`config.mk`:
```
export PLATFORM = sky130hd
export DESIGN_NAME = raster_neighbor_cells
export DESIGN_NICKNAME = d
export VERILOG_FILES = /design/src/rtl/core/rnc_pkg.sv /design/src/rtl/core/rnc_front.sv /design/src/rtl/core/rnc_queue.sv /design/src/rtl/core/rnc_back.sv /design/src/rtl/core/raster_neighbor_cells.sv
export SDC_FILE = /design/constraint.sdc
export NUM_CORES = 1
export LEC_CHECK = 0
export BUFFER_PORTS_ARGS = -buffer_cell sky130_fd_sc_hd__buf_4
export CAP_MARGIN = 20
export CORE_ASPECT_RATIO = 0.75
export CORE_MARGIN = 2
export CORE_UTILIZATION = 49
export CTS_CLUSTER_SIZE = 10
export DETAILED_ROUTE_END_ITERATION = 10
export PLACE_DENSITY = 0.65
export SETUP_SLACK_MARGIN = 0.05
export SLEW_MARGIN = 10
export SYNTH_ARGS = -nofsm -noshare
export SYNTH_HDL_FRONTEND = slang
export SYNTH_HIERARCHICAL = 1
export SYNTH_SLANG_ARGS = --single-unit
```
`constraint.sdc`:
```
create_clock -name clk -period 15.4 [get_ports clk]
set_clock_uncertainty 0.2 [all_clocks]
set_input_delay 2.31 -clock clk [delete_from_list [all_inputs] [get_ports clk]]
set_output_delay 2.31 -clock clk [all_outputs]
set_load 0.1 [all_outputs]
```
`src/rtl/core/rnc_pkg.sv`:
```
// ----------------------------------------------------------------------------
// rnc_pkg: shared types, constants and tables of the raster neighbor block
// Grid bounds, configuration register indexes, the cell descriptor that
// travels from the front to the back, and the neighbor offset tables.
// ----------------------------------------------------------------------------
package rnc_pkg;

  localparam int CELL_W    = 24;          // linear cell index width
  localparam int SIZE_W    = 13;          // grid size register width
  localparam int COORD_W   = 12;          // in-grid row/column width
  localparam int DIV_STEPS = CELL_W / 2;  // radix-4 divider iterations
  localparam int STEP_W    = 4;           // divider step counter width
  localparam int K_W       = 5;           // result counter, up to 17 results

  localparam logic [SIZE_W-1:0] MAX_COLS = 13'd4096;
  localparam logic [SIZE_W-1:0] MAX_ROWS = 13'd4096;

  // configuration register indexes
  typedef enum logic [2:0] {
    REG_NUM_COLS       = 3'd0,
    REG_NUM_ROWS       = 3'd1,
    REG_PATTERN        = 3'd2,
    REG_INCLUDE_CENTER = 3'd3,
    REG_WRAP_COLUMNS   = 3'd4
  } reg_index_t;

  // neighborhood patterns
  localparam logic [1:0] PAT_ROOK    = 2'd0;
  localparam logic [1:0] PAT_QUEEN   = 2'd1;
  localparam logic [1:0] PAT_BISHOP  = 2'd2;
  localparam logic [1:0] PAT_SIXTEEN = 2'd3;

  typedef struct packed {
    logic [SIZE_W-1:0] num_cols;     // clamped to 1..MAX_COLS
    logic [SIZE_W-1:0] num_rows;     // clamped to 1..MAX_ROWS
    logic [1:0]        pattern;
    logic              include_center;
    logic              wrap_columns;
  } cfg_t;

  typedef struct packed {
    logic [CELL_W-1:0]  row;
    logic [COORD_W-1:0] col;
    logic [CELL_W-1:0]  cell_idx;
    logic               center_ok;
  } cell_desc_t;

  typedef struct packed {
    logic signed [2:0] dr;
    logic signed [2:0] dc;
  } offset_t;

  localparam logic signed [2:0] ROOK_DR [4]   = '{-3'sd1, 3'sd0, 3'sd0, 3'sd1};
  localparam logic signed [2:0] ROOK_DC [4]   = '{3'sd0, -3'sd1, 3'sd1, 3'sd0};
  localparam logic signed [2:0] QUEEN_DR [8]  =
    '{-3'sd1, -3'sd1, -3'sd1, 3'sd0, 3'sd0, 3'sd1, 3'sd1, 3'sd1};
  localparam logic signed [2:0] QUEEN_DC [8]  =
    '{-3'sd1, 3'sd0, 3'sd1, -3'sd1, 3'sd1, -3'sd1, 3'sd0, 3'sd1};
  localparam logic signed [2:0] BISHOP_DR [4] = '{-3'sd1, -3'sd1, 3'sd1, 3'sd1};
  localparam logic signed [2:0] BISHOP_DC [4] = '{-3'sd1, 3'sd1, -3'sd1, 3'sd1};
  localparam logic signed [2:0] RING_DR [16]  =
    '{-3'sd2, -3'sd2, -3'sd1, -3'sd1, -3'sd1, -3'sd1, -3'sd1, 3'sd0,
      3'sd0, 3'sd1, 3'sd1, 3'sd1, 3'sd1, 3'sd1, 3'sd2, 3'sd2};
  localparam logic signed [2:0] RING_DC [16]  =
    '{-3'sd1, 3'sd1, -3'sd2, -3'sd1, 3'sd0, 3'sd1, 3'sd2, -3'sd1,
      3'sd1, -3'sd2, -3'sd1, 3'sd0, 3'sd1, 3'sd2, -3'sd1, 3'sd1};

  function automatic logic [SIZE_W-1:0] clamp_size(input logic [SIZE_W-1:0] v,
                                                   input logic [SIZE_W-1:0] maxv);
    logic [SIZE_W-1:0] res;
    if (v == '0) begin
      res = SIZE_W'(1);
    end else if (v > maxv) begin
      res = maxv;
    end else begin
      res = v;
    end
    return res;
  endfunction

  function automatic logic [K_W-1:0] pattern_count(input logic [1:0] pat);
    logic [K_W-1:0] n;
    case (pat)
      PAT_ROOK:   n = K_W'(4);
      PAT_QUEEN:  n = K_W'(8);
      PAT_BISHOP: n = K_W'(4);
      default:    n = K_W'(16);
    endcase
    return n;
  endfunction

  function automatic offset_t nbr_offset(input logic [1:0] pat, input logic [3:0] k);
    offset_t o;
    case (pat)
      PAT_ROOK: begin
        o.dr = ROOK_DR[k[1:0]];
        o.dc = ROOK_DC[k[1:0]];
      end
      PAT_QUEEN: begin
        o.dr = QUEEN_DR[k[2:0]];
        o.dc = QUEEN_DC[k[2:0]];
      end
      PAT_BISHOP: begin
        o.dr = BISHOP_DR[k[1:0]];
        o.dc = BISHOP_DC[k[1:0]];
      end
      default: begin
        o.dr = RING_DR[k];
        o.dc = RING_DC[k];
      end
    endcase
    return o;
  endfunction

endpackage

```
`src/rtl/core/rnc_front.sv`:
```
// ----------------------------------------------------------------------------
// rnc_front: cell intake and row/column split
// Accepts a linear cell index, divides it by the column count two quotient
// bits per cycle, classifies the cell as inside or outside the grid and
// hands the descriptor to the queue.
// ----------------------------------------------------------------------------
module rnc_front import rnc_pkg::*; (
  input  logic              clk,
  input  logic              rst,
  input  cfg_t              cfg,
  input  logic [CELL_W-1:0] cell_index,
  input  logic              cell_valid,
  output logic              cell_stall,
  output cell_desc_t        desc,
  output logic              push,
  input  logic              q_full
);

  logic              busy;
  logic              done;
  logic [STEP_W-1:0] cnt;
  logic [CELL_W-1:0] quo;
  logic [SIZE_W-1:0] rem;
  logic [CELL_W-1:0] cell_idx;
  logic              accept;

  logic [SIZE_W-1:0] rem_a;
  logic [SIZE_W-1:0] rem_b;
  logic              qb_a;
  logic              qb_b;

  // two restoring steps per cycle; rem stays below num_cols <= 4096
  always_comb begin
    rem_a = {rem[SIZE_W-2:0], quo[CELL_W-1]};
    qb_a  = (rem_a >= cfg.num_cols);
    if (qb_a) begin
      rem_a = rem_a - cfg.num_cols;
    end
    rem_b = {rem_a[SIZE_W-2:0], quo[CELL_W-2]};
    qb_b  = (rem_b >= cfg.num_cols);
    if (qb_b) begin
      rem_b = rem_b - cfg.num_cols;
    end
  end

  assign push       = done && !q_full;
  assign cell_stall = busy || (done && q_full);
  assign accept     = cell_valid && !cell_stall;

  assign desc.row       = quo;
  assign desc.col       = rem[COORD_W-1:0];
  assign desc.cell_idx  = cell_idx;
  assign desc.center_ok = (quo < {{(CELL_W-SIZE_W){1'b0}}, cfg.num_rows});

  always_ff @(posedge clk) begin
    if (rst) begin
      busy <= 1'b0;
      done <= 1'b0;
      cnt  <= '0;
    end else begin
      if (push) begin
        done <= 1'b0;
      end
      if (busy) begin
        if (cnt == STEP_W'(DIV_STEPS - 1)) begin
          busy <= 1'b0;
          done <= 1'b1;
        end else begin
          cnt <= cnt + STEP_W'(1);
        end
      end
      if (accept) begin
        busy <= 1'b1;
        cnt  <= '0;
      end
    end
  end

  // datapath, no reset needed
  always_ff @(posedge clk) begin
    if (accept) begin
      quo      <= cell_index;
      rem      <= '0;
      cell_idx <= cell_index;
    end else if (busy) begin
      quo <= {quo[CELL_W-3:0], qb_a, qb_b};
      rem <= rem_b;
    end
  end

endmodule

```
`src/rtl/core/rnc_queue.sv`:
```
// ----------------------------------------------------------------------------
// rnc_queue: two-entry descriptor queue
// Decouples the divider front from the neighbor sequencer.
// ----------------------------------------------------------------------------
module rnc_queue import rnc_pkg::*; (
  input  logic       clk,
  input  logic       rst,
  input  logic       push,
  input  cell_desc_t push_desc,
  output logic       full,
  input  logic       pop,
  output cell_desc_t head,
  output logic       head_valid
);

  cell_desc_t  slots [2];
  logic        wr_ptr;
  logic        rd_ptr;
  logic [1:0]  count;
  logic        do_push;
  logic        do_pop;

  assign full       = (count == 2'd2);
  assign head_valid = (count != 2'd0);
  assign head       = slots[rd_ptr];
  assign do_push    = push && !full;
  assign do_pop     = pop && head_valid;

  always_ff @(posedge clk) begin
    if (rst) begin
      wr_ptr <= 1'b0;
      rd_ptr <= 1'b0;
      count  <= 2'd0;
    end else begin
      if (do_push) begin
        wr_ptr <= !wr_ptr;
      end
      if (do_pop) begin
        rd_ptr <= !rd_ptr;
      end
      case ({do_push, do_pop})
        2'b10:   count <= count + 2'd1;
        2'b01:   count <= count - 2'd1;
        default: count <= count;
      endcase
    end
  end

  always_ff @(posedge clk) begin
    if (do_push) begin
      slots[wr_ptr] <= push_desc;
    end
  end

endmodule

```
`src/rtl/core/rnc_back.sv`:
```
// ----------------------------------------------------------------------------
// rnc_back: neighbor sequencer
// Walks the offset table of the configured pattern for the queue head, one
// neighbor per cycle unless nbr_stall holds it: offset and bounds check in
// one stage, row * num_cols plus column in the next, into the output register.
// ----------------------------------------------------------------------------
module rnc_back import rnc_pkg::*; (
  input  logic              clk,
  input  logic              rst,
  input  cfg_t              cfg,
  input  cell_desc_t        head,
  input  logic              head_valid,
  output logic              pop,
  output logic [CELL_W-1:0] neighbor_cell,
  output logic              in_grid,
  output logic              last,
  output logic              nbr_valid,
  input  logic              nbr_stall
);

  logic [K_W-1:0] k;
  logic [K_W-1:0] n;
  logic [K_W-1:0] total;
  logic           advance;
  logic           is_center;
  logic           is_last;
  offset_t        off;

  logic signed [CELL_W+1:0]  rr;
  logic signed [SIZE_W:0]    cc;
  logic                      row_ok;
  logic                      col_ok;
  logic                      ok;

  // stage one registers
  logic               s1_valid;
  logic               s1_ok;
  logic               s1_center;
  logic               s1_last;
  logic [COORD_W-1:0] s1_row;
  logic [COORD_W-1:0] s1_col;
  logic [CELL_W-1:0]  s1_cell;

  logic [COORD_W+SIZE_W-1:0] prod;
  logic [COORD_W+SIZE_W-1:0] lin;

  assign n         = pattern_count(cfg.pattern);
  assign total     = n + K_W'(cfg.include_center);
  assign is_center = (k == n);
  assign is_last   = (k == total - K_W'(1));
  assign off       = nbr_offset(cfg.pattern, k[3:0]);
  assign advance   = !nbr_valid || !nbr_stall;
  assign pop       = advance && head_valid && is_last;

  always_comb begin
    rr = $signed({2'b00, head.row}) + (CELL_W+2)'(signed'(off.dr));
    cc = $signed({2'b00, head.col}) + (SIZE_W+1)'(signed'(off.dc));
    if (cfg.wrap_columns) begin
      if (cfg.pattern == PAT_SIXTEEN) begin
        // column modulo num_cols; offsets never exceed two columns
        if (cfg.num_cols == SIZE_W'(1)) begin
          cc = '0;
        end else if (cc < 0) begin
          cc = cc + $signed({1'b0, cfg.num_cols});
        end else if (cc >= $signed({1'b0, cfg.num_cols})) begin
          cc = cc - $signed({1'b0, cfg.num_cols});
        end
      end else if (head.col == '0 && off.dc < 0) begin
        cc = $signed({1'b0, cfg.num_cols}) - (SIZE_W+1)'(1);
      end else if (head.col != '0 && {1'b0, head.col} == cfg.num_cols - SIZE_W'(1)
                   && off.dc > 0) begin
        cc = '0;
      end
    end
    row_ok = !rr[CELL_W+1] && (rr[CELL_W:0] < {{(CELL_W+1-SIZE_W){1'b0}}, cfg.num_rows});
    col_ok = !cc[SIZE_W] && (cc[SIZE_W-1:0] < cfg.num_cols);
    ok     = head.center_ok && row_ok && col_ok;
  end

  assign prod = {{SIZE_W{1'b0}}, s1_row} * {{COORD_W{1'b0}}, cfg.num_cols};
  assign lin  = prod + {{SIZE_W{1'b0}}, s1_col};

  always_ff @(posedge clk) begin
    if (rst) begin
      k         <= '0;
      s1_valid  <= 1'b0;
      nbr_valid <= 1'b0;
    end else if (advance) begin
      s1_valid  <= head_valid;
      nbr_valid <= s1_valid;
      if (head_valid) begin
        k <= is_last ? '0 : k + K_W'(1);
      end
    end
  end

  always_ff @(posedge clk) begin
    if (advance) begin
      s1_ok     <= is_center ? head.center_ok : ok;
      s1_center <= is_center;
      s1_last   <= is_last;
      s1_row    <= rr[COORD_W-1:0];
      s1_col    <= cc[COORD_W-1:0];
      s1_cell   <= head.cell_idx;

      in_grid <= s1_ok;
      last    <= s1_last;
      if (!s1_ok) begin
        neighbor_cell <= '0;
      end else if (s1_center) begin
        neighbor_cell <= s1_cell;
      end else begin
        neighbor_cell <= lin[CELL_W-1:0];
      end
    end
  end

endmodule

```
`src/rtl/core/raster_neighbor_cells.sv`:
```
// ----------------------------------------------------------------------------
// raster_neighbor_cells: neighbor cell indices of a linear raster cell
// Splits a cell index into row and column and lists the linear indices of
// its rook, queen, bishop or sixteen-cell neighborhood.
// ----------------------------------------------------------------------------
// Usage:
//   Cell channel (cell_valid, cell_stall, cell_index) takes one linear cell
//   index per transaction. Neighbor channel (nbr_valid, nbr_stall) returns
//   one transaction per neighbor: neighbor_cell, in_grid, last; last marks
//   the final neighbor of a cell. Configuration writes go through cfg_valid,
//   cfg_ready, cfg_index and cfg_data; cfg_ready is always high and registers
//   should change only while the block is idle.
//   The front divides the index by num_cols in a radix-4 loop of 12 steps
//   and takes no new cell until it hands the last one to the queue; the
//   back emits one neighbor per cycle while nbr_stall is low, 4 to 17 per
//   cell. A two-entry queue lets both run in parallel.
//   Reset restores num_cols 4096, num_rows 4096, queen pattern, no center,
//   no wrapping, and empties the front, queue and back.
//   While nbr_stall and nbr_valid are high the back pipeline holds; the
//   front keeps dividing and fills the queue, then raises cell_stall.
// ----------------------------------------------------------------------------
module raster_neighbor_cells import rnc_pkg::*; (
  input  logic              clk,
  input  logic              rst,
  input  logic              cell_valid,
  output logic              cell_stall,
  input  logic [CELL_W-1:0] cell_index,
  output logic              nbr_valid,
  input  logic              nbr_stall,
  output logic [CELL_W-1:0] neighbor_cell,
  output logic              in_grid,
  output logic              last,
  input  logic              cfg_valid,
  output logic              cfg_ready,
  input  logic [2:0]        cfg_index,
  input  logic [SIZE_W-1:0] cfg_data
);

  // raw configuration registers
  logic [SIZE_W-1:0] num_cols;
  logic [SIZE_W-1:0] num_rows;
  logic [1:0]        pattern;
  logic              include_center;
  logic              wrap_columns;

  cfg_t       cfg;
  cell_desc_t front_desc;
  cell_desc_t head;
  logic       push;
  logic       q_full;
  logic       pop;
  logic       head_valid;

  // writes are always taken
  assign cfg_ready = 1'b1;

  always_ff @(posedge clk) begin
    if (rst) begin
      num_cols       <= 13'd4096;
      num_rows       <= 13'd4096;
      pattern        <= PAT_QUEEN;
      include_center <= 1'b0;
      wrap_columns   <= 1'b0;
    end else if (cfg_valid && cfg_ready) begin
      case (reg_index_t'(cfg_index))
        REG_NUM_COLS:       num_cols       <= cfg_data;
        REG_NUM_ROWS:       num_rows       <= cfg_data;
        REG_PATTERN:        pattern        <= cfg_data[1:0];
        REG_INCLUDE_CENTER: include_center <= cfg_data[0];
        REG_WRAP_COLUMNS:   wrap_columns   <= cfg_data[0];
        default: ;  // drop writes beyond the register list
      endcase
    end
  end

  // zero sizes act as one, oversized ones saturate at the grid bound
  assign cfg.num_cols       = clamp_size(num_cols, MAX_COLS);
  assign cfg.num_rows       = clamp_size(num_rows, MAX_ROWS);
  assign cfg.pattern        = pattern;
  assign cfg.include_center = include_center;
  assign cfg.wrap_columns   = wrap_columns;

  // front: intake and row/column divide
  rnc_front u_front (
    .clk        (clk),
    .rst        (rst),
    .cfg        (cfg),
    .cell_index (cell_index),
    .cell_valid (cell_valid),
    .cell_stall (cell_stall),
    .desc       (front_desc),
    .push       (push),
    .q_full     (q_full)
  );

  // queue between divider and sequencer
  rnc_queue u_queue (
    .clk        (clk),
    .rst        (rst),
    .push       (push),
    .push_desc  (front_desc),
    .full       (q_full),
    .pop        (pop),
    .head       (head),
    .head_valid (head_valid)
  );

  // back: one neighbor per cycle into the output register unless stalled
  rnc_back u_back (
    .clk           (clk),
    .rst           (rst),
    .cfg           (cfg),
    .head          (head),
    .head_valid    (head_valid),
    .pop           (pop),
    .neighbor_cell (neighbor_cell),
    .in_grid       (in_grid),
    .last          (last),
    .nbr_valid     (nbr_valid),
    .nbr_stall     (nbr_stall)
  );

endmodule
```
==> impl_results.html, run 1 <==
<table>
<tr><th>Metric</th><th>Value</th></tr>
<tr><th colspan="2">Outcome</th></tr>
<tr><td>Run status</td><td>finished, final reports clean</td></tr>
<tr><th colspan="2">STA</th></tr>
<tr><td>Final hold violation count</td><td>0</td></tr>
<tr><td>Total count of max-transition violations in the final report</td><td>0</td></tr>
<tr><td>Worst Tran Pin Value</td><td>~1.1 ns</td></tr>
<tr><td>Upper clock frequency limit</td><td>108 MHz</td></tr>
<tr><td>Aggregate negative setup slack</td><td>0 ns</td></tr>
<tr><td>Normalized max-slew margin</td><td>28.0%</td></tr>
<tr><td>Final setup fails</td><td>0</td></tr>
<tr><td>Unrepaired setup endpoints after global routing</td><td>false</td></tr>
<tr><td>Time the final worst path needs with I/O delays and setup</td><td>roughly 9 ns</td></tr>
<tr><td>Post-route clock period utilization</td><td>between 50% and 60%</td></tr>
<tr><th colspan="2">Layout</th></tr>
<tr><td>Leading cell type in the layout, fill and taps excluded</td><td>sky130_fd_sc_hd__nand2_1</td></tr>
<tr><td>Ant diodes</td><td>0</td></tr>
<tr><td>Share of final-layout standard cells stronger than drive strength 1</td><td>between 10 and 15%</td></tr>
<tr><td>Final Net Count</td><td>between 2,000 and 3,000</td></tr>
<tr><td>Final core utilization</td><td>a little over half</td></tr>
<tr><td>Fillers</td><td>between 4,000 and 5,000</td></tr>
<tr><td>Most used cells in the layout excluding fill and tap cells</td><td>sky130_fd_sc_hd__nand2_1, sky130_fd_sc_hd__edfxtp_1, sky130_fd_sc_hd__inv_1</td></tr>
<tr><td>Area overhead of the layout relative to synthesis</td><td>9.78%</td></tr>
<tr><th colspan="2">Placed design</th></tr>
<tr><td>RD Place Congestion</td><td>0.933</td></tr>
<tr><td>Port Buf Inserts</td><td>72</td></tr>
<tr><td>Placed wire-length estimate after detailed placement</td><td>~47,000 um</td></tr>
<tr><th colspan="2">Clock network</th></tr>
<tr><td>Sinks on Clock Net</td><td>307</td></tr>
<tr><td>Number of buffers inserted by post-CTS setup repair</td><td>0</td></tr>
<tr><td>CTS buffer count</td><td>39</td></tr>
<tr><td>TritonCTS clock tree</td><td>done</td></tr>
<tr><td>Maximum count of clock buffers along a single path</td><td>3</td></tr>
<tr><td>H-tree level count</td><td>2</td></tr>
<tr><td>Cts hold-fix bufs</td><td>0</td></tr>
<tr><td>Post-cts sizing count</td><td>0</td></tr>
<tr><td>Clock latency of the later-clocked register in the worst-skew pair</td><td>approximately 0.54 ns</td></tr>
<tr><td>Root Buffer Master</td><td>sky130_fd_sc_hd__clkbuf_16</td></tr>
<tr><td>Clock transition at path regs</td><td>approximately 0.060 ns</td></tr>
<tr><th colspan="2">Critical path</th></tr>
<tr><td>Critical path class</td><td>register to register</td></tr>
<tr><td>Most frequent cell on the critical path</td><td>sky130_fd_sc_hd__a21o_1</td></tr>
<tr><td>Slowest Stage Delay on Critical Path</td><td>0.64 ns</td></tr>
<tr><td>Required time at the endpoint of the critical path</td><td>15.58 ns</td></tr>
<tr><td>Kind of cell adding the most delay to the critical path</td><td>compound AO/OA/AOI/OAI gates</td></tr>
<tr><td>Element type at the critical path end</td><td>register</td></tr>
<tr><td>Count of buffer and inverter cells on the critical path</td><td>2</td></tr>
<tr><td>Arrival time at the worst endpoint</td><td>9.40 ns</td></tr>
<tr><td>Cell with the biggest individual delay on the critical path</td><td>sky130_fd_sc_hd__nor2_1</td></tr>
<tr><td>Largest driver fanout on the critical path</td><td>21</td></tr>
<tr><td>Type of element launching the critical path</td><td>register</td></tr>
<tr><th colspan="2">Synthesis</th></tr>
<tr><td>Synth warnings</td><td>6</td></tr>
<tr><td>Number of nets produced by synthesis</td><td>approximately 2,700</td></tr>
<tr><td>Instance count of the mapped netlist</td><td>~2,400</td></tr>
<tr><td>Post-synth design cell area</td><td>between 0.02 and 0.025 mm^2</td></tr>
<tr><td>Share of synthesized area occupied by flip-flops and latches</td><td>between 30% and 40%</td></tr>
<tr><td>Synth cell types</td><td>96</td></tr>
<tr><td>Number of enable-type register cells in the synthesized netlist</td><td>~250</td></tr>
<tr><td>Most used flip-flop cell after synthesis</td><td>sky130_fd_sc_hd__edfxtp_1</td></tr>
<tr><td>Synth async-reset ratio</td><td>0%</td></tr>
<tr><td>Average cell area after synthesis</td><td>roughly 10 um^2</td></tr>
<tr><td>FF+latch count, synth</td><td>approximately 310</td></tr>
<tr><th colspan="2">Global routing</th></tr>
<tr><td>First-pass GRT wire length</td><td>about 100,000 um</td></tr>
<tr><td>Global-route congestion overflow total</td><td>0</td></tr>
<tr><td>Most crowded layer after global routing</td><td>met1</td></tr>
<tr><td>Largest net degree at the start of global routing</td><td>64</td></tr>
<tr><td>GR met2 Demand/Resource</td><td>approximately 37%</td></tr>
<tr><td>Vias in the first global route</td><td>between 15,000 and 20,000</td></tr>
<tr><td>Initial antenna violation count</td><td>1</td></tr>
<tr><td>Global routing met1 resource utilization</td><td>approximately two fifths</td></tr>
<tr><td>Met3 Use GR</td><td>slightly above 4%</td></tr>
<tr><td>Overall fraction of global-route tracks in use</td><td>approximately 25%</td></tr>
<tr><th colspan="2">Pwr</th></tr>
<tr><td>Sequential group share of total power</td><td>just over 40%</td></tr>
<tr><td>Internal Pwr Total</td><td>around 0.0017 W</td></tr>
<tr><td>Net Switching</td><td>0.000722 W</td></tr>
<tr><td>Combinational power share</td><td>roughly 25%</td></tr>
<tr><td>Largest vdd supply drop</td><td>~0.00011 V</td></tr>
<tr><td>Clk network pwr share</td><td>about a third</td></tr>
<tr><td>Power Dens Cells</td><td>92.6 mW/mm^2</td></tr>
<tr><td>Switching share of power</td><td>approximately 30%</td></tr>
<tr><td>Static leakage</td><td>between 10 and 15 nW</td></tr>
<tr><th colspan="2">Floorplan</th></tr>
<tr><td>Starting Density</td><td>about half</td></tr>
<tr><td>Die width</td><td>257 um</td></tr>
<tr><td>Core area</td><td>between 0.04 and 0.05 mm^2</td></tr>
<tr><td>Die height</td><td>about 190 um</td></tr>
<tr><td>Count of boundary I/O pins</td><td>74</td></tr>
<tr><td>Die area</td><td>approximately 0.050 mm^2</td></tr>
<tr><td>Number of cell rows</td><td>69</td></tr>
<tr><th colspan="2">Route</th></tr>
<tr><td>Number of DRC violations after detailed routing</td><td>0</td></tr>
<tr><td>Routed Wire Length</td><td>63,900 um</td></tr>
<tr><td>Initial DRT Pass Iterations</td><td>6</td></tr>
<tr><td>Routed length per instance</td><td>roughly 21 um</td></tr>
<tr><td>Via count</td><td>roughly 18,000</td></tr>
<tr><td>Initial detailed-routing violation count</td><td>1,967</td></tr>
<tr><td>DR vias/cell</td><td>5.84</td></tr>
<tr><td>Antenna viol nets, final</td><td>0</td></tr>
<tr><th colspan="2">Hold path</th></tr>
<tr><td>Path type of the worst min-delay path</td><td>register to register</td></tr>
<tr><th colspan="2">Flow run</th></tr>
<tr><td>Max-capacitance violation count</td><td>0</td></tr>
</table>
area by class of cell:
type | count | area [um^2] | area share [%]
timing repair buffer | 101 | 782 | 3.03
multi-input combinational | 1712 | 13500 | 52.6
clock inverter | 8 | 71.3 | 0.277
tap | 639 | 800 | 3.10
clock buffer | 49 | 1020 | 3.97
sequential | 307 | 8620 | 33.5
inverter | 247 | 927 | 3.60
synth_stat cells (5+ instances only):
master	number	share of area, %
sky130_fd_sc_hd__nand2_1	325	5.2
sky130_fd_sc_hd__edfxtp_1	247	32
sky130_fd_sc_hd__inv_1	246	3.9
sky130_fd_sc_hd__ha_1	209	11
sky130_fd_sc_hd__a21oi_1	136	2.9
sky130_fd_sc_hd__fa_1	126	11
sky130_fd_sc_hd__nor2_1	109	1.7
sky130_fd_sc_hd__o21ai_0	101	2.2
sky130_fd_sc_hd__and2_1	75	2.0
sky130_fd_sc_hd__clkbuf_1	68	1.1
sky130_fd_sc_hd__mux2_2	65	3.1
sky130_fd_sc_hd__dfxtp_1	60	5.1
sky130_fd_sc_hd__xnor2_1	57	2.1
sky130_fd_sc_hd__nor2b_1	43	1.1
sky130_fd_sc_hd__xor2_1	42	1.6
sky130_fd_sc_hd__a21o_1	37	1.2
sky130_fd_sc_hd__nor3_1	35	0.75
sky130_fd_sc_hd__nand3_1	30	0.64
sky130_fd_sc_hd__o21bai_1	20	0.64
sky130_fd_sc_hd__nand4_1	19	0.51
sky130_fd_sc_hd__and3_1	18	0.48
sky130_fd_sc_hd__nor4_1	18	0.48
sky130_fd_sc_hd__mux2i_1	17	0.72
sky130_fd_sc_hd__a211oi_1	14	0.45
sky130_fd_sc_hd__a31oi_1	14	0.37
sky130_fd_sc_hd__o22ai_1	14	0.37
sky130_fd_sc_hd__buf_2	13	0.28
sky130_fd_sc_hd__nand2b_1	12	0.32
sky130_fd_sc_hd__a221o_1	11	0.47
sky130_fd_sc_hd__o21a_1	10	0.32
sky130_fd_sc_hd__o211ai_1	9	0.29
sky130_fd_sc_hd__o31ai_1	8	0.26
sky130_fd_sc_hd__a22oi_1	7	0.22
sky130_fd_sc_hd__o2111ai_1	7	0.26
sky130_fd_sc_hd__or2_2	7	0.19
sky130_fd_sc_hd__o221ai_1	6	0.22
sky130_fd_sc_hd__buf_6	5	0.24
sky130_fd_sc_hd__nand3b_1	5	0.16
sky130_fd_sc_hd__nor3b_1	5	0.16
sky130_fd_sc_hd__or3_1	5	0.13
power by group through the flow:
| stage | clock network [W] | logic [W] | registers, W |
|---|---|---|---|
| finish | 0.000810 | 0.000602 | 0.000975 |
| CTS | 0.000824 | 0.000590 | 0.000975 |
| floorplan | 0 | 0.000465 | 0.000971 |
| global placement | 0 | 0.000569 | 0.000990 |
| global route | 0.000855 | 0.000663 | 0.000979 |
| detailed placement | 0 | 0.000585 | 0.000992 |
flip-flops by register name, summed over array words and instances, names as in the netlist, 12 cells and up, named ones only:
signal / count
u_front/quo: 24
u_queue/slots: 122
u_back/s1_col: 12
u_front/rem: 12
u_back/s1_cell: 24
u_back/s1_row: 12
num_cols: 13
num_rows: 13
u_front/cell_idx: 24
u_back/neighbor_cell: 24
logic make-up (layout without fill, tap and decap cells):
kind of cell	after synthesis	count (layout)	synth area share (%)
compound gates	459	459	12.8
xor+xnor	99	99	3.69
fa+ha+maj	335	335	21.9
buf+inv	339	405	5.68
flops	307	307	36.7
mux	87	87	4.20
other cells	1	1	0.0160
simple gates	731	731	15.0
worst paths after layout:
path	startpoint	end	slack, ns	depth (start not counted)
setup / recovery	u_back/k[1]	u_back/s1_ok	6.18	36
hold / removal	u_front/cell_idx[3]	u_queue/slots[0][4]	0.23	0
setup reg to reg	u_back/k[1]	u_back/s1_ok	6.18	36
hold reg to reg	u_front/cell_idx[3]	u_queue/slots[0][4]	0.23	0
metrics by stage:
stage / area, um^2 / hold slack (ns) / setup WS, ns / power [W] / std cells
floorplan: 23500 / 0.200 / 7.75 / 0.00144 / 2358
global placement: 24600 / 0.215 / 6.70 / 0.00156 / 3002
detailed placement: 24700 / 0.216 / 6.43 / 0.00158 / 3005
CTS: 25800 / 0.232 / 6.37 / 0.00239 / 3062
global route: 25800 / 0.253 / 5.26 / 0.00250 / 3063
finish: 25800 / 0.225 / 6.18 / 0.00239 / 3063
routing by layer:
metal  vias up  wire length, um
met5         -                0
met2       678            27000
li1       8314                -
met4         0              970
met1      8826            30600
met3        70             5330
worst register-to-register path, delay by kind of cell, from the launching register on:
family	cells	cell delay (ns)
compound gates	20	4.09
buf+inv	2	0.51
flops	1	0.49
fa+ha+maj	4	1.36
xor+xnor	1	0.41
simple gates	9	1.99
Power figures use the tool's default switching activity.
==> inputs of run 2 (changes only) <==
Settings changed: PLACE_DENSITY 0.65 to 0.68.
Clock period 15.4 ns to 7.7 ns, I/O delays scaled along.
==> impl_results.html, run 2 (same netlist as run 1, synthesis figures left out) <==
<table>
<tr><th>Metric</th><th>Value</th></tr>
<tr><th colspan="2">Global routing</th></tr>
<tr><td>Initial antenna violation count</td><td>2</td></tr>
<tr><td>First-pass GRT wire length</td><td>103,000 um</td></tr>
<tr><td>Largest net degree at the start of global routing</td><td>62</td></tr>
<tr><td>Overall fraction of global-route tracks in use</td><td>between 20% and 30%</td></tr>
<tr><td>Global-route congestion overflow total</td><td>0</td></tr>
<tr><td>Vias in the first global route</td><td>approximately 18,000</td></tr>
<tr><th colspan="2">Placed design</th></tr>
<tr><td>RD Place Congestion</td><td>~1.0</td></tr>
<tr><td>Placed standard-cell area</td><td>approximately 0.026 mm^2</td></tr>
<tr><td>Post-placement worst setup slack</td><td>-0.332 ns</td></tr>
<tr><td>Port Buf Inserts</td><td>~70</td></tr>
<tr><td>Placed wire-length estimate after detailed placement</td><td>50,100 um</td></tr>
<tr><th colspan="2">Floorplan</th></tr>
<tr><td>Starting Density</td><td>between 40% and 50%</td></tr>
<tr><td>Die height</td><td>194 um</td></tr>
<tr><td>Core area</td><td>around 0.047 mm^2</td></tr>
<tr><td>Number of cell rows</td><td>69</td></tr>
<tr><td>Die width</td><td>around 260 um</td></tr>
<tr><td>Die area</td><td>0.0497 mm^2</td></tr>
<tr><td>Count of boundary I/O pins</td><td>74</td></tr>
<tr><th colspan="2">Critical path</th></tr>
<tr><td>Element type at the critical path end</td><td>register</td></tr>
<tr><td>Kind of cell adding the most delay to the critical path</td><td>compound AO/OA/AOI/OAI gates</td></tr>
<tr><td>Largest driver fanout on the critical path</td><td>3</td></tr>
<tr><td>Count of buffer and inverter cells on the critical path</td><td>4</td></tr>
<tr><td>Required time at the endpoint of the critical path</td><td>7.88 ns</td></tr>
<tr><td>Slowest Stage Delay on Critical Path</td><td>around 0.48 ns</td></tr>
<tr><td>Critical path class</td><td>register to register</td></tr>
<tr><td>Most frequent cell on the critical path</td><td>sky130_fd_sc_hd__buf_4</td></tr>
<tr><td>Arrival time at the worst endpoint</td><td>7.79 ns</td></tr>
<tr><td>Cell with the biggest individual delay on the critical path</td><td>sky130_fd_sc_hd__mux4_2</td></tr>
<tr><td>Type of element launching the critical path</td><td>register</td></tr>
<tr><th colspan="2">STA</th></tr>
<tr><td>Time the final worst path needs with I/O delays and setup</td><td>about 7.6 ns</td></tr>
<tr><td>Final hold violation count</td><td>0</td></tr>
<tr><td>Unrepaired setup endpoints after global routing</td><td>true</td></tr>
<tr><td>Upper clock frequency limit</td><td>around 130 MHz</td></tr>
<tr><td>Total count of max-transition violations in the final report</td><td>0</td></tr>
<tr><td>Slack of the critical path</td><td>between 0.08 and 0.09 ns</td></tr>
<tr><td>Worst hold slack</td><td>about 0.22 ns</td></tr>
<tr><td>Final setup fails</td><td>0</td></tr>
<tr><td>Worst Tran Pin Value</td><td>around 1.0 ns</td></tr>
<tr><td>Normalized max-slew margin</td><td>a little under a third</td></tr>
<tr><td>Post-route clock period utilization</td><td>between 90% and 100%</td></tr>
<tr><th colspan="2">Pwr</th></tr>
<tr><td>Design Power</td><td>just under 0.005 W</td></tr>
<tr><td>Largest vdd supply drop</td><td>0.000211 V</td></tr>
<tr><td>Static leakage</td><td>~12 nW</td></tr>
<tr><td>Power Dens Cells</td><td>177 mW/mm^2</td></tr>
<tr><th colspan="2">Route</th></tr>
<tr><td>Via count</td><td>18,700</td></tr>
<tr><td>Number of DRC violations after detailed routing</td><td>0</td></tr>
<tr><td>Routed Wire Length</td><td>approximately 67,000 um</td></tr>
<tr><td>Wire length on met1</td><td>about 31,000 um</td></tr>
<tr><td>DR WL met2</td><td>about 29,000 um</td></tr>
<tr><td>Initial DRT Pass Iterations</td><td>5</td></tr>
<tr><td>Top layer reached by signal wires</td><td>met4</td></tr>
<tr><td>DR vias/cell</td><td>5.81</td></tr>
<tr><td>Initial detailed-routing violation count</td><td>roughly 1,600</td></tr>
<tr><td>Antenna viol nets, final</td><td>0</td></tr>
<tr><td>Met3 routed WL</td><td>5610 um</td></tr>
<tr><td>Routed length per instance</td><td>between 20 and 25 um</td></tr>
<tr><th colspan="2">Layout</th></tr>
<tr><td>Largest register by flop count</td><td>u_queue/slots</td></tr>
<tr><td>Leading cell type in the layout, fill and taps excluded</td><td>sky130_fd_sc_hd__nand2_1</td></tr>
<tr><td>Ant diodes</td><td>0</td></tr>
<tr><td>Share of final-layout standard cells stronger than drive strength 1</td><td>18.9%</td></tr>
<tr><td>Area overhead of the layout relative to synthesis</td><td>16.7%</td></tr>
<tr><td>Final Net Count</td><td>2,940</td></tr>
<tr><td>Largest register FFs</td><td>~120</td></tr>
<tr><td>Post-route cell area</td><td>roughly 0.027 mm^2</td></tr>
<tr><td>Most used cells in the layout excluding fill and tap cells</td><td>sky130_fd_sc_hd__nand2_1, sky130_fd_sc_hd__buf_4, sky130_fd_sc_hd__edfxtp_1</td></tr>
<tr><td>Final core utilization</td><td>around 58%</td></tr>
<tr><th colspan="2">Clock network</th></tr>
<tr><td>CTS buffer count</td><td>39</td></tr>
<tr><td>Cts hold-fix bufs</td><td>0</td></tr>
<tr><td>H-tree level count</td><td>2</td></tr>
<tr><td>Root Buffer Master</td><td>sky130_fd_sc_hd__clkbuf_16</td></tr>
<tr><td>Maximum count of clock buffers along a single path</td><td>3</td></tr>
<tr><td>Clock transition at path regs</td><td>around 0.06 ns</td></tr>
<tr><td>Clock latency of the later-clocked register in the worst-skew pair</td><td>approximately 0.57 ns</td></tr>
<tr><td>TritonCTS clock tree</td><td>done</td></tr>
<tr><td>Sinks on Clock Net</td><td>between 300 and 400</td></tr>
<tr><th colspan="2">Outcome</th></tr>
<tr><td>Run status</td><td>finished, final reports clean</td></tr>
<tr><th colspan="2">Hold path</th></tr>
<tr><td>Path type of the worst min-delay path</td><td>register to register</td></tr>
<tr><th colspan="2">Flow run</th></tr>
<tr><td>Max-capacitance violation count</td><td>0</td></tr>
</table>
run 2: metal layers:
metal	up-vias	GRT usage [%]
li1	8620	-
met1	9242	39.9
met2	725	38.9
met3	98	5.02
met4	0	6.40
met5	-	0
run 2: path summary, 6_finish.rpt:
path | start | endpoint | slack, ns | cells past startpoint
worst max-delay path | u_back/k[0] | u_back/s1_ok | 0.09 | 32
worst min-delay path | u_back/s1_last | u_back/last | 0.22 | 0
worst max register to register | u_back/k[0] | u_back/s1_ok | 0.09 | 32
worst min register to register | u_back/s1_last | u_back/last | 0.22 | 0
run 2: through the flow:
stage	instances	setup TNS [ns]
floorplan	2358	0
global placement	3135	-0.110
detailed placement	3136	-0.332
CTS	3203	0
global route	3214	-0.163
finish	3214	0
run 2: power breakdown:
group          internal [W]  total, W  switching [W]
Sequential          0.00187   0.00194      0.0000717
Clock              0.000957   0.00165       0.000696
Combinational      0.000561   0.00125       0.000693
Total               0.00339   0.00485        0.00146
run 2: area by class of cell:
| cell class | count | area [um^2] |
|---|---|---|
| clock buffers | 48 | 1010 |
| clock inverters | 8 | 95.1 |
| fillers | 4127 | 19900 |
| inverters | 247 | 927 |
| multi-input cells | 1712 | 14000 |
| flip-flops and latches | 307 | 8620 |
| well taps | 639 | 800 |
| repair buffers | 253 | 1920 |
run 2: repair_timing:
item	in CTS	in global routing
gates resized for setup	45	67
setup endpoints to repair	1	2
buffers inserted	14	9
gates cloned	0	0
pin swaps	44	60
==> inputs of run 3 (changes only) <==
Settings changed: PLACE_DENSITY 0.68 to 0.76.
==> impl_results.html, run 3 (same netlist as run 1, synthesis figures left out) <==
<table>
<tr><th>Metric</th><th>Value</th></tr>
<tr><th colspan="2">Layout</th></tr>
<tr><td>Final Net Count</td><td>between 2,000 and 3,000</td></tr>
<tr><td>Combined area of the multi-input logic cells</td><td>~0.014 mm^2</td></tr>
<tr><td>Area overhead of the layout relative to synthesis</td><td>14.5%</td></tr>
<tr><td>Leading cell type in the layout, fill and taps excluded</td><td>sky130_fd_sc_hd__nand2_1</td></tr>
<tr><td>Most used cells in the layout excluding fill and tap cells</td><td>sky130_fd_sc_hd__nand2_1, sky130_fd_sc_hd__edfxtp_1, sky130_fd_sc_hd__inv_1</td></tr>
<tr><td>Ant diodes</td><td>0</td></tr>
<tr><td>Fillers</td><td>between 4,000 and 5,000</td></tr>
<tr><td>Storage cell area</td><td>between 0.008 and 0.009 mm^2</td></tr>
<tr><td>Post-route cell area</td><td>roughly 0.027 mm^2</td></tr>
<tr><td>Largest register by flop count</td><td>u_queue/slots</td></tr>
<tr><td>Largest register FFs</td><td>~120</td></tr>
<tr><td>Share of final-layout standard cells stronger than drive strength 1</td><td>16.0%</td></tr>
<tr><th colspan="2">Pwr</th></tr>
<tr><td>Largest vdd supply drop</td><td>between 0.0002 and 0.00025 V</td></tr>
<tr><td>Static leakage</td><td>11.3 nW</td></tr>
<tr><td>Power Dens Cells</td><td>roughly 180 mW/mm^2</td></tr>
<tr><th colspan="2">Critical path</th></tr>
<tr><td>Critical path class</td><td>register to register</td></tr>
<tr><td>Cell with the biggest individual delay on the critical path</td><td>sky130_fd_sc_hd__o41a_1</td></tr>
<tr><td>Required time at the endpoint of the critical path</td><td>a little under 8 ns</td></tr>
<tr><td>Type of element launching the critical path</td><td>register</td></tr>
<tr><td>Slowest Stage Delay on Critical Path</td><td>between 0.4 and 0.5 ns</td></tr>
<tr><td>Kind of cell adding the most delay to the critical path</td><td>compound AO/OA/AOI/OAI gates</td></tr>
<tr><td>Arrival time at the worst endpoint</td><td>roughly 7.7 ns</td></tr>
<tr><td>Count of buffer and inverter cells on the critical path</td><td>5</td></tr>
<tr><td>Element type at the critical path end</td><td>register</td></tr>
<tr><td>Largest driver fanout on the critical path</td><td>4</td></tr>
<tr><th colspan="2">Floorplan</th></tr>
<tr><td>Number of cell rows</td><td>around 70</td></tr>
<tr><td>Count of boundary I/O pins</td><td>between 70 and 80</td></tr>
<tr><td>Die height</td><td>194 um</td></tr>
<tr><td>Die area</td><td>0.0497 mm^2</td></tr>
<tr><td>Die width</td><td>approximately 260 um</td></tr>
<tr><td>Starting Density</td><td>between 40 and 50%</td></tr>
<tr><td>Core area</td><td>around 0.047 mm^2</td></tr>
<tr><th colspan="2">Global routing</th></tr>
<tr><td>Largest net degree at the start of global routing</td><td>62</td></tr>
<tr><td>Initial antenna violation count</td><td>1</td></tr>
<tr><td>First-pass GRT wire length</td><td>between 100,000 and 150,000 um</td></tr>
<tr><td>Global-route congestion overflow total</td><td>0</td></tr>
<tr><td>Global routing met1 resource utilization</td><td>~40%</td></tr>
<tr><td>Most crowded layer after global routing</td><td>met1</td></tr>
<tr><td>Overall fraction of global-route tracks in use</td><td>26.7%</td></tr>
<tr><td>Vias in the first global route</td><td>between 15,000 and 20,000</td></tr>
<tr><td>GR met2 Demand/Resource</td><td>roughly two fifths</td></tr>
<tr><td>Met3 Use GR</td><td>a little under 6%</td></tr>
<tr><th colspan="2">Clock network</th></tr>
<tr><td>Sinks on Clock Net</td><td>~300</td></tr>
<tr><td>CTS buffer count</td><td>39</td></tr>
<tr><td>Clock latency of the later-clocked register in the worst-skew pair</td><td>between 0.5 and 0.6 ns</td></tr>
<tr><td>Clock transition at path regs</td><td>0.06 ns</td></tr>
<tr><td>H-tree level count</td><td>2</td></tr>
<tr><td>Root Buffer Master</td><td>sky130_fd_sc_hd__clkbuf_16</td></tr>
<tr><td>Cts hold-fix bufs</td><td>0</td></tr>
<tr><td>Maximum count of clock buffers along a single path</td><td>3</td></tr>
<tr><td>TritonCTS clock tree</td><td>done</td></tr>
<tr><th colspan="2">Placed design</th></tr>
<tr><td>Port Buf Inserts</td><td>72</td></tr>
<tr><td>Placed standard-cell area</td><td>about 0.025 mm^2</td></tr>
<tr><td>Post-placement worst setup slack</td><td>-0.273 ns</td></tr>
<tr><td>Placed wire-length estimate after detailed placement</td><td>50,600 um</td></tr>
<tr><td>RD Place Congestion</td><td>between 0.9 and 1</td></tr>
<tr><th colspan="2">Hold path</th></tr>
<tr><td>Path type of the worst min-delay path</td><td>register to register</td></tr>
<tr><th colspan="2">Route</th></tr>
<tr><td>Initial detailed-routing violation count</td><td>approximately 1,900</td></tr>
<tr><td>Initial DRT Pass Iterations</td><td>6</td></tr>
<tr><td>Antenna viol nets, final</td><td>0</td></tr>
<tr><td>Routed Wire Length</td><td>67,200 um</td></tr>
<tr><td>Number of DRC violations after detailed routing</td><td>0</td></tr>
<tr><td>DR vias/cell</td><td>5.91</td></tr>
<tr><td>Via count</td><td>about 19,000</td></tr>
<tr><td>Routed length per instance</td><td>roughly 21 um</td></tr>
<tr><th colspan="2">STA</th></tr>
<tr><td>Worst Tran Pin Value</td><td>between 1 and 1.5 ns</td></tr>
<tr><td>Total count of max-transition violations in the final report</td><td>0</td></tr>
<tr><td>Post-route clock period utilization</td><td>97.2%</td></tr>
<tr><td>Slack of the critical path</td><td>about 0.21 ns</td></tr>
<tr><td>Final setup fails</td><td>0</td></tr>
<tr><td>Upper clock frequency limit</td><td>between 100 and 150 MHz</td></tr>
<tr><td>Final hold violation count</td><td>0</td></tr>
<tr><td>Normalized max-slew margin</td><td>roughly 28%</td></tr>
<tr><td>Unrepaired setup endpoints after global routing</td><td>true</td></tr>
<tr><td>Time the final worst path needs with I/O delays and setup</td><td>around 7.5 ns</td></tr>
<tr><th colspan="2">Flow run</th></tr>
<tr><td>Max-capacitance violation count</td><td>0</td></tr>
<tr><th colspan="2">Outcome</th></tr>
<tr><td>Run status</td><td>finished, final reports clean</td></tr>
</table>
[run 3: cell count changes in the layout (fill, tap and decap cells not counted), sizes merged]
cell and change:
clkbuf +7, buf -54, clkinvlp -2, inv -2
clkinv +6
[run 3: worst paths after layout]
| path | slack [ns] | depth (start not counted) | startpoint | endpoint |
|---|---|---|---|---|
| hold / removal | 0.23 | 0 | u_back/s1_last | u_back/last |
| hold reg to reg | 0.23 | 0 | u_back/s1_last | u_back/last |
| setup reg to reg | 0.21 | 37 | u_back/k[0] | u_back/s1_ok |
| setup / recovery | 0.21 | 37 | u_back/k[0] | u_back/s1_ok |
[run 3: area by class of cell]
type                       instances  area share (%)
timing repair buffer             199            5.65
clock buffer                      55            3.93
sequential                       307            32.1
clock inverter                    10           0.456
tap                              639            2.97
multi-input combinational       1712            51.5
inverter                         247            3.45
[run 3: layer usage]
metal	part of all wire, %	vias to the layer above
li1	-	8526
met4	2.4	0
met3	9.3	98
met2	43	840
met1	45	9254
met5	0	-
[run 3: where the power goes]
part	switching, W	internal (W)	total, W
sequential	0.0000779	0.00187	0.00195
combinational	0.000704	0.000545	0.00125
clock	0.000717	0.000993	0.00171
total	0.00150	0.00341	0.00491
[run 3: what timing repair did]
| action | 4_1_cts | 5_1_grt |
|---|---|---|
| buffers inserted | 2 | 9 |
| pin swaps | 6 | 36 |
| endpoints found under the setup margin | 1 | 1 |
| resized for setup | 14 | 53 |
[run 3: stage by stage]
step                      util (%)  hold slack, ns  power, W  setup TNS (ns)  cells
after global routing          56.8           0.235   0.00512          -0.163   3169
after floorplan                  -           0.200   0.00287               0   2358
after global placement        53.4           0.213   0.00314               0   3090
final                         56.8           0.228   0.00491               0   3169
after CTS                     56.1           0.227   0.00489               0   3157
after detailed placement      53.4           0.210   0.00317          -0.273   3090
[run 3: worst register-to-register path, delay by kind of cell (launching register included)]
| kind | cells | cell delay [ns] |
|---|---|---|
| compound gates | 18 | 3.19 |
| simple gates | 9 | 1.66 |
| fa+ha+maj | 4 | 1.16 |
| buf+inv | 5 | 0.67 |
| flops | 1 | 0.36 |
| xor+xnor | 1 | 0.12 |
